--- src/hw/rtl/swm_pkg.sv ---
// Shared types and constants for the spectral window multiply unit.
// Holds window codes, register indexes, CORDIC constants and the coefficient write port type.
// No dependencies.
package swm_pkg;

   // Coefficient format: unsigned Q1.15
   localparam int COEF_BITS = 16;
   localparam int COEF_FRAC = COEF_BITS - 1;
   localparam logic [COEF_BITS-1:0] COEF_ONE = COEF_BITS'(1 << COEF_FRAC);

   // Frame length register
   localparam int LEN_W   = 11;
   localparam int LEN_MAX = (1 << LEN_W) - 1;

   // Configuration port
   localparam int CSR_ADDR_W = 3;
   localparam int CSR_DATA_W = 32;

   // Register indexes (paddr[2])
   localparam logic REG_WINDOW_TYPE  = 1'b0;
   localparam logic REG_FRAME_LENGTH = 1'b1;

   // Window type codes; the unused code acts as rectangular
   localparam logic [1:0] WIN_RECT    = 2'd0;
   localparam logic [1:0] WIN_HAMMING = 2'd1;
   localparam logic [1:0] WIN_HANN    = 2'd2;

   // CORDIC, Q2.30, angles in 2^-32 turns
   localparam int CORDIC_W     = 32;
   localparam int CORDIC_STEPS = 20;
   localparam int STEP_W       = 5;
   localparam logic signed [CORDIC_W-1:0] CORDIC_X0 = 32'sd652032874;
   localparam logic signed [CORDIC_W-1:0] COS_ONE   = 32'sd1073741824;

   // Hamming: (54*2^30 + 50*2^15 - 46c) / 2^15, then divide by 100
   localparam int HAM_NUM_W = 40;
   localparam logic signed [HAM_NUM_W-1:0] HAM_BASE = 40'sd57983696896;
   localparam logic signed [HAM_NUM_W-1:0] HAM_SLOPE = 40'sd46;
   localparam int HAM_V_W = 22;
   localparam int HAM_RECIP_W = 23;
   localparam logic [HAM_RECIP_W-1:0] HAM_RECIP = 23'd5368710;   // ceil(2^29 / 100)
   localparam int HAM_RECIP_SHIFT = 29;
   localparam int HAM_PROD_W = HAM_V_W + HAM_RECIP_W;

   // Hann: (2^30 - c + 2^15) >> 16
   localparam int HANN_NUM_W = 33;
   localparam logic signed [HANN_NUM_W-1:0] HANN_BASE = 33'sd1073774592;

   // Write port from the coefficient generator into the table
   typedef struct packed {
      logic                 en;
      logic [LEN_W-1:0]     addr;
      logic [COEF_BITS-1:0] data;
   } coef_wr_type;

   // Arctangent of 2^-i in 2^-32 turns
   function automatic logic signed [CORDIC_W-1:0] atan_turn(input logic [STEP_W-1:0] i);
      logic signed [CORDIC_W-1:0] a;
      case (i)
         5'd0:    a = 32'sd536870912;
         5'd1:    a = 32'sd316933406;
         5'd2:    a = 32'sd167458907;
         5'd3:    a = 32'sd85004756;
         5'd4:    a = 32'sd42667331;
         5'd5:    a = 32'sd21354465;
         5'd6:    a = 32'sd10679838;
         5'd7:    a = 32'sd5340245;
         5'd8:    a = 32'sd2670163;
         5'd9:    a = 32'sd1335087;
         5'd10:   a = 32'sd667544;
         5'd11:   a = 32'sd333772;
         5'd12:   a = 32'sd166886;
         5'd13:   a = 32'sd83443;
         5'd14:   a = 32'sd41721;
         5'd15:   a = 32'sd20861;
         5'd16:   a = 32'sd10430;
         5'd17:   a = 32'sd5215;
         5'd18:   a = 32'sd2608;
         5'd19:   a = 32'sd1304;
         default: a = '0;
      endcase
      return a;
   endfunction

endpackage

--- src/hw/rtl/swm_coef_gen.sv ---
// Coefficient generator: fills the window table after a configuration write.
// Serial divider for the phase step, iterative CORDIC, Hamming/Hann scaling.
// Depends on swm_pkg.
module swm_coef_gen (
   input  logic                      clock,
   input  logic                      reset,
   input  logic                      start,
   input  logic [1:0]                win_type,
   input  logic [swm_pkg::LEN_W-1:0] frame_len,
   output logic                      busy,
   output swm_pkg::coef_wr_type      coef_wr
);
   import swm_pkg::*;

   typedef enum logic [2:0] {
      ST_IDLE,
      ST_DIV,
      ST_LOAD,
      ST_ROTATE,
      ST_POST,
      ST_MUL,
      ST_WRITE,
      ST_FLAT
   } state_type;

   localparam int DIV_STEPS = 33;   // quotient bits of 2^32 / (L-1)
   localparam int DIV_CNT_W = 6;

   state_type                   state_ff, state_in;
   logic [1:0]                  type_ff, type_in;
   logic [LEN_W-1:0]            dsr_ff, dsr_in;       // L-1
   logic [LEN_W-1:0]            n_ff, n_in;
   logic [DIV_CNT_W-1:0]        div_cnt_ff, div_cnt_in;
   logic [LEN_W-1:0]            div_rem_ff, div_rem_in; // phase step remainder when done
   logic [31:0]                 div_q_ff, div_q_in;     // phase step quotient when done
   logic [31:0]                 acc_q_ff, acc_q_in;
   logic [LEN_W-1:0]            acc_r_ff, acc_r_in;
   logic signed [CORDIC_W-1:0]  cx_ff, cx_in;
   logic signed [CORDIC_W-1:0]  cy_ff, cy_in;
   logic signed [CORDIC_W-1:0]  cz_ff, cz_in;
   logic [STEP_W-1:0]           step_ff, step_in;
   logic [1:0]                  quad_ff, quad_in;
   logic [HAM_V_W-1:0]          ham_v_ff, ham_v_in;
   logic [COEF_BITS-1:0]        hann_w_ff, hann_w_in;
   logic [HAM_PROD_W-1:0]       ham_prod_ff, ham_prod_in;

   // Datapath terms
   logic [LEN_W:0]              trial;
   logic                        qbit;
   logic signed [CORDIC_W-1:0]  dx, dy;
   logic signed [CORDIC_W-1:0]  c_raw, c_clamp;
   logic signed [HAM_NUM_W-1:0] ham_num;
   logic signed [HANN_NUM_W-1:0] hann_num;
   logic [LEN_W:0]              r_sum;
   logic                        r_wrap;
   logic [COEF_BITS-1:0]        ham_q, coef_pick, coef_val;
   logic                        windowed;

   // Restoring division step: dividend is 2^32, one bit per cycle
   assign trial = {div_rem_ff, (div_cnt_ff == '0)};
   assign qbit  = (trial >= {1'b0, dsr_ff});

   // CORDIC micro-rotation
   assign dx = cy_ff >>> step_ff;
   assign dy = cx_ff >>> step_ff;

   // Quadrant fold and clamp of the cosine
   always_comb begin
      unique case (quad_ff)
         2'd0: c_raw = cx_ff;
         2'd1: c_raw = -cy_ff;
         2'd2: c_raw = -cx_ff;
         2'd3: c_raw = cy_ff;
      endcase
      if (c_raw > COS_ONE) begin
         c_clamp = COS_ONE;
      end else if (c_raw < -COS_ONE) begin
         c_clamp = -COS_ONE;
      end else begin
         c_clamp = c_raw;
      end
   end

   assign ham_num  = HAM_BASE - HAM_NUM_W'(c_clamp) * HAM_SLOPE;
   assign hann_num = HANN_BASE - HANN_NUM_W'(c_clamp);

   // Final coefficient
   assign ham_q     = ham_prod_ff[HAM_RECIP_SHIFT +: COEF_BITS];
   assign coef_pick = (type_ff == WIN_HAMMING) ? ham_q : hann_w_ff;
   assign coef_val  = (coef_pick > COEF_ONE) ? COEF_ONE : coef_pick;

   // Phase accumulator: p(n+1) = p(n) + 2^32/(L-1), carried exactly
   assign r_sum  = {1'b0, acc_r_ff} + {1'b0, div_rem_ff};
   assign r_wrap = (r_sum >= {1'b0, dsr_ff});

   assign windowed = (win_type == WIN_HAMMING) || (win_type == WIN_HANN);

   // Next state
   always_comb begin
      state_in    = state_ff;
      type_in     = type_ff;
      dsr_in      = dsr_ff;
      n_in        = n_ff;
      div_cnt_in  = div_cnt_ff;
      div_rem_in  = div_rem_ff;
      div_q_in    = div_q_ff;
      acc_q_in    = acc_q_ff;
      acc_r_in    = acc_r_ff;
      cx_in       = cx_ff;
      cy_in       = cy_ff;
      cz_in       = cz_ff;
      step_in     = step_ff;
      quad_in     = quad_ff;
      ham_v_in    = ham_v_ff;
      hann_w_in   = hann_w_ff;
      ham_prod_in = ham_prod_ff;

      if (start) begin
         type_in    = win_type;
         dsr_in     = frame_len - LEN_W'(1);
         n_in       = '0;
         div_cnt_in = '0;
         div_rem_in = '0;
         div_q_in   = '0;
         state_in   = windowed ? ST_DIV : ST_FLAT;
      end else begin
         unique case (state_ff)
            ST_IDLE: begin
            end
            ST_DIV: begin
               div_rem_in = qbit ? LEN_W'(trial - {1'b0, dsr_ff}) : trial[LEN_W-1:0];
               div_q_in   = {div_q_ff[30:0], qbit};
               div_cnt_in = div_cnt_ff + DIV_CNT_W'(1);
               if (div_cnt_ff == DIV_CNT_W'(DIV_STEPS - 1)) begin
                  acc_q_in = '0;
                  acc_r_in = '0;
                  state_in = ST_LOAD;
               end
            end
            ST_LOAD: begin
               cx_in    = CORDIC_X0;
               cy_in    = '0;
               cz_in    = {2'b00, acc_q_ff[29:0]};
               quad_in  = acc_q_ff[31:30];
               step_in  = '0;
               state_in = ST_ROTATE;
            end
            ST_ROTATE: begin
               if (!cz_ff[CORDIC_W-1]) begin
                  cx_in = cx_ff - dx;
                  cy_in = cy_ff + dy;
                  cz_in = cz_ff - atan_turn(step_ff);
               end else begin
                  cx_in = cx_ff + dx;
                  cy_in = cy_ff - dy;
                  cz_in = cz_ff + atan_turn(step_ff);
               end
               step_in = step_ff + STEP_W'(1);
               if (step_ff == STEP_W'(CORDIC_STEPS - 1)) begin
                  state_in = ST_POST;
               end
            end
            ST_POST: begin
               ham_v_in  = ham_num[COEF_FRAC +: HAM_V_W];
               hann_w_in = hann_num[COEF_FRAC + 1 +: COEF_BITS];
               state_in  = ST_MUL;
            end
            ST_MUL: begin
               ham_prod_in = HAM_PROD_W'(ham_v_ff) * HAM_PROD_W'(HAM_RECIP);
               state_in    = ST_WRITE;
            end
            ST_WRITE: begin
               acc_r_in = r_wrap ? LEN_W'(r_sum - {1'b0, dsr_ff}) : r_sum[LEN_W-1:0];
               acc_q_in = acc_q_ff + div_q_ff + 32'(r_wrap);
               n_in     = n_ff + LEN_W'(1);
               state_in = (n_ff == dsr_ff) ? ST_IDLE : ST_LOAD;
            end
            ST_FLAT: begin
               n_in     = n_ff + LEN_W'(1);
               state_in = (n_ff == dsr_ff) ? ST_IDLE : ST_FLAT;
            end
         endcase
      end
   end

   // State and working registers
   always_ff @(posedge clock) begin
      if (reset) begin
         state_ff <= ST_IDLE;
      end else begin
         state_ff <= state_in;
      end
      type_ff     <= type_in;
      dsr_ff      <= dsr_in;
      n_ff        <= n_in;
      div_cnt_ff  <= div_cnt_in;
      div_rem_ff  <= div_rem_in;
      div_q_ff    <= div_q_in;
      acc_q_ff    <= acc_q_in;
      acc_r_ff    <= acc_r_in;
      cx_ff       <= cx_in;
      cy_ff       <= cy_in;
      cz_ff       <= cz_in;
      step_ff     <= step_in;
      quad_ff     <= quad_in;
      ham_v_ff    <= ham_v_in;
      hann_w_ff   <= hann_w_in;
      ham_prod_ff <= ham_prod_in;
   end

   // Table write port
   always_comb begin
      coef_wr.en   = (state_ff == ST_WRITE) || (state_ff == ST_FLAT);
      coef_wr.addr = n_ff;
      coef_wr.data = (state_ff == ST_FLAT) ? COEF_ONE : coef_val;
   end

   assign busy = (state_ff != ST_IDLE);

endmodule

--- config.mk ---
export PLATFORM = sky130hd
export DESIGN_NAME = swm_coef_gen
export DESIGN_NICKNAME = d
export VERILOG_FILES = /design/src/hw/rtl/swm_pkg.sv /design/src/hw/rtl/swm_coef_gen.sv
export SDC_FILE = /design/constraint.sdc
export NUM_CORES = 2
export LEC_CHECK = 0
export BUFFER_PORTS_ARGS = -buffer_cell sky130_fd_sc_hd__buf_4
export CORE_MARGIN = 8
export CORE_UTILIZATION = 25
export DETAILED_ROUTE_END_ITERATION = 6
export PLACE_DENSITY_LB_ADDON = 0.15
export SLEW_MARGIN = 10
export SYNTH_ARGS = -nofsm -noshare
export SYNTH_HDL_FRONTEND = slang
export SYNTH_SLANG_ARGS = --single-unit
export TNS_END_PERCENT = 100
--- constraint.sdc ---
create_clock -name clock -period 9.45 [get_ports clock]
set_input_delay 0 -clock clock [delete_from_list [all_inputs] [get_ports clock]]
set_output_delay 0 -clock clock [all_outputs]
set_load 0.01 [all_outputs]
==> results.sh <==
export IMPL_status="complete, no violations"
export IMPL_routedWlPerCell_um=18.3
export IMPL_gr_total_overflow=0
export IMPL_diodes=0
export IMPL_worstSetupPathType="reg2reg"
export IMPL_gp_congestion=0.857
export IMPL_multi_input_area_um2=28900
export IMPL_pwr_share_seq_pct=19.8
export IMPL_synthAdderAreaFrac_pct=28.4
export IMPL_drive_gt1_share_pct=8.39
export IMPL_synth_compound_area_share_pct=15.2
export IMPL_core_area_um2=158000
export IMPL_syn_area_um2=39600
export IMPL_fin_skew_ns=0.0280
export IMPL_cts_sinks=306
export IMPL_period_minus_slack_ns=8.81
export IMPL_cp_required_ns=9.81
export IMPL_antenna_found_initial=0
export IMPL_async_reset_ff_share_pct=0
export IMPL_fmax_ghz=0.113
export IMPL_path_max_fanout=17
export IMPL_ios=45
export IMPL_syn_nets=5195
export IMPL_yosys_area_share_xor_xnor_pct=7.84
export IMPL_cpMaxStageDelayCell="or4_1"
export IMPL_cts_setup_buffers=0
export IMPL_yosys_area_share_simple_pct=14.5
export IMPL_ys_seq_elements=306
export IMPL_fin_crit_sh_pct=93.2
export IMPL_worst_pin_slew_ns=1.05
export IMPL_synth_top_family_by_area="adder cells"
export IMPL_seq_area_frac_synth_pct=20.8
export IMPL_grt_pass1_vias=31600
export IMPL_routed_via_density=4.79
export IMPL_routed_wl_um=120000
export IMPL_grt_pass1_wl_um=189000
export IMPL_p_int_w=0.00495
export IMPL_ys_flop_type="edfxtp_1"
export IMPL_cts_buffers=43
export IMPL_synth_warnings=0
export IMPL_p_sw_share_pct=42.5
export IMPL_fin_tns_setup_ns=0
export IMPL_avgSynthCellArea_um2=8.96
export IMPL_p_leak_nw=19.1
export IMPL_first_pass_iters=7
export IMPL_start_util_pct=25.1
export IMPL_final_nets=5240
export IMPL_portBuffers=44
export IMPL_power_density_nw_per_um2=194
export IMPL_dieHeight_um=414
export IMPL_path_buf_inv=6
export IMPL_clockRootBuffer="clkbuf_16"
export IMPL_drt_iter0_drc=1884
export IMPL_final_core_utilization_pct=28.1
export IMPL_min_path_type="in2reg"
export IMPL_cp_slowest_stage_delay_ns=0.69
export IMPL_maxSlewViolCount=0
export IMPL_grt_max_degree=106
export IMPL_slew_headroom_pct=29.9
export IMPL_cts_tree="built"
export IMPL_setup_viol=0
export IMPL_grt_usage_pct=13.6
export IMPL_rsz0062_at_grt="no"
export IMPL_fillers=16900
export IMPL_hold_viol_final=0
export IMPL_htree_levels=2
export IMPL_vias=31500
export IMPL_drv_cap=0
export IMPL_place_detailed_hpwl_um=95900
export IMPL_vdd_drop_max_v=0.000237
export IMPL_cp_top_family="simple AND/OR/NAND/NOR gates"
export IMPL_muxShareOfSynthArea_pct=6.76
export IMPL_synth_edf_count=213
export IMPL_synth_distinct_cells=91
export IMPL_rows=146
export IMPL_endpoint_kind="flip-flop"
export IMPL_start_kind="flip-flop"
export IMPL_antenna_left=0
export IMPL_p_switching_w=0.00366
export IMPL_syn_instance_count=4426
export IMPL_area_growth_pct=11.9
export IMPL_regArea_um2=8260
export IMPL_clkLatencyLatePin_ns=0.63
export IMPL_drc_errors=0
export IMPL_die_width_um=414
export IMPL_cp_arrival_ns=9.17
export IMPL_ctsLongestPathBuffers=3
export IMPL_path_clk_slew_ns=0.06
export IMPL_dieArea_um2=172000
export IMPL_p_comb_share_pct=60.7
export IMPL_pwr_share_clk_pct=19.6
-- worst paths after layout --
check / from / to / slack, ns / cells after the start
setup / recovery: cy_ff[5]$_SDFFCE_PN0P_ / ham_v_ff[20]$_DFFE_PP_ / 0.64 / 31
hold / removal: win_type[1] / type_ff[1]$_DFFE_PP_ / 0.12 / 2
setup reg to reg: cy_ff[5]$_SDFFCE_PN0P_ / ham_v_ff[20]$_DFFE_PP_ / 0.64 / 31
hold reg to reg: div_q_ff[29]$_SDFFE_PP0P_ / div_q_ff[30]$_SDFFE_PP0P_ / 0.46 / 2
-- layout make-up --
| cell class | instances | share of cell area [%] |
|---|---|---|
| clock buffer | 62 | 2.86 |
| clock inverter | 17 | 0.389 |
| inverter | 491 | 4.16 |
| multi-input combinational | 3458 | 65.1 |
| sequential | 306 | 18.6 |
| tap | 2072 | 5.84 |
| timing repair buffer | 171 | 3.09 |
-- per-stage QoR --
step,hold WS (ns),cells,worst slack [ns],area [µm²],power (W)
3_3_place_gp,0.190,6473,0.537,42700,0.00706
4_1_cts,0.0451,6577,0.454,44400,0.00887
3_5_place_dp,0.190,6473,0.462,42700,0.00701
5_1_grt,0.0987,6577,0.00841,44400,0.00962
6_report,0.119,6577,0.638,44400,0.00861
2_1_floorplan,0.0691,4426,0.999,39600,0.00560
-- power by group through the flow --
stage | Combinational [W] | Clock, W | Sequential [W]
2_1_floorplan | 0.00390 | 0 | 0.00170
3_3_place_gp | 0.00533 | 0 | 0.00173
3_5_place_dp | 0.00527 | 0 | 0.00173
4_1_cts | 0.00540 | 0.00176 | 0.00171
5_1_grt | 0.00611 | 0.00179 | 0.00171
6_report | 0.00523 | 0.00169 | 0.00170
-- cells in the final DEF, fill, tap and decap left out, types with 55 or more instances in the layout --
| cell | instances |
|---|---|
| a21oi_1 | 316 |
| dfxtp_1 | 93 |
| mux2i_1 | 55 |
| xnor2_1 | 194 |
| xor2_1 | 161 |
| o21ai_0 | 210 |
| nor3_1 | 83 |
| mux4_2 | 83 |
| nor2_1 | 374 |
| nand2_1 | 400 |
| inv_1 | 481 |
| ha_1 | 507 |
| edfxtp_1 | 213 |
| a21o_1 | 83 |
| fa_1 | 246 |
| buf_4 | 144 |
-- cell usage after synthesis, drive strengths merged, types with 29 or more instances --
cell      n  area (µm²)
ha      507        6340
inv     487        1830
nand2   402        1510
nor2    375        1410
a21oi   320        1630
fa      246        4920
o21ai   214        1080
edfxtp  213        6400
xnor2   194        1700
xor2    161        1410
clkbuf  126         474
dfxtp    93        1860
nor3     87         450
a21o     83         623
mux4     83        1870
mux2i    55         551
nand3    49         245
a31oi    46         294
nand2b   46         288
buf      45         240
nand4    45         282
nor4     40         310
a211oi   39         293
o21a     36         270
nor2b    33         206
and2     32         200
o21bai   32         240
and3     30         188
or3      29         181
-- state kept, by name, indices dropped and copies added (netlist names), 16 cells and up, named ones only --
| signal | cells |
|---|---|
| cx_ff | 32 |
| div_q_ff | 32 |
| cz_ff | 32 |
| cy_ff | 32 |
| ham_v_ff | 22 |
| hann_w_ff | 16 |
| ham_prod_ff | 16 |
| acc_q_ff | 32 |
-- cells by family (layout without fill, tap and decap cells) --
kind of cell | Yosys count | after routing
xor gates and xnor gates | 355 | 355
adders and majority gates | 753 | 753
muxes | 161 | 161
buffers and inverters | 662 | 741
and+or+nand+nor | 1230 | 1230
DFF | 306 | 306
AOI/OAI and AO/OA | 959 | 959
-- layer usage --
| metal | vias up | GRT usage [%] | wire, µm |
|---|---|---|---|
| met1 | 15300 | 18.5 | 57200 |
| met2 | 465 | 23.0 | 57000 |
| met4 | 0 | 3.43 | 2920 |
| li1 | 15600 | - | - |
| met5 | - | 0 | 0 |
| met3 | 133 | 1.33 | 3410 |
-- worst register-to-register path: cells and delay by family (launching register included) --
| family | cells | cell delay [ns] |
|---|---|---|
| multiplexers | 1 | 0.20 |
| XOR/XNOR | 2 | 0.42 |
| flip-flops | 1 | 0.53 |
| AO/OA/AOI/OAI | 8 | 1.52 |
| adder cells (fa/ha/maj) | 4 | 1.71 |
| buffers and inverters | 6 | 0.81 |
| AND/OR/NAND/NOR | 10 | 3.39 |
-- repair_timing --
| action | CTS | global route |
|---|---|---|
| gates resized for setup | 0 | 2 |
| hold buffers | 25 | 0 |
| endpoints found under the hold margin | 27 | 0 |
| setup endpoints to repair | 0 | 15 |
Power figures use the tool's default switching activity.
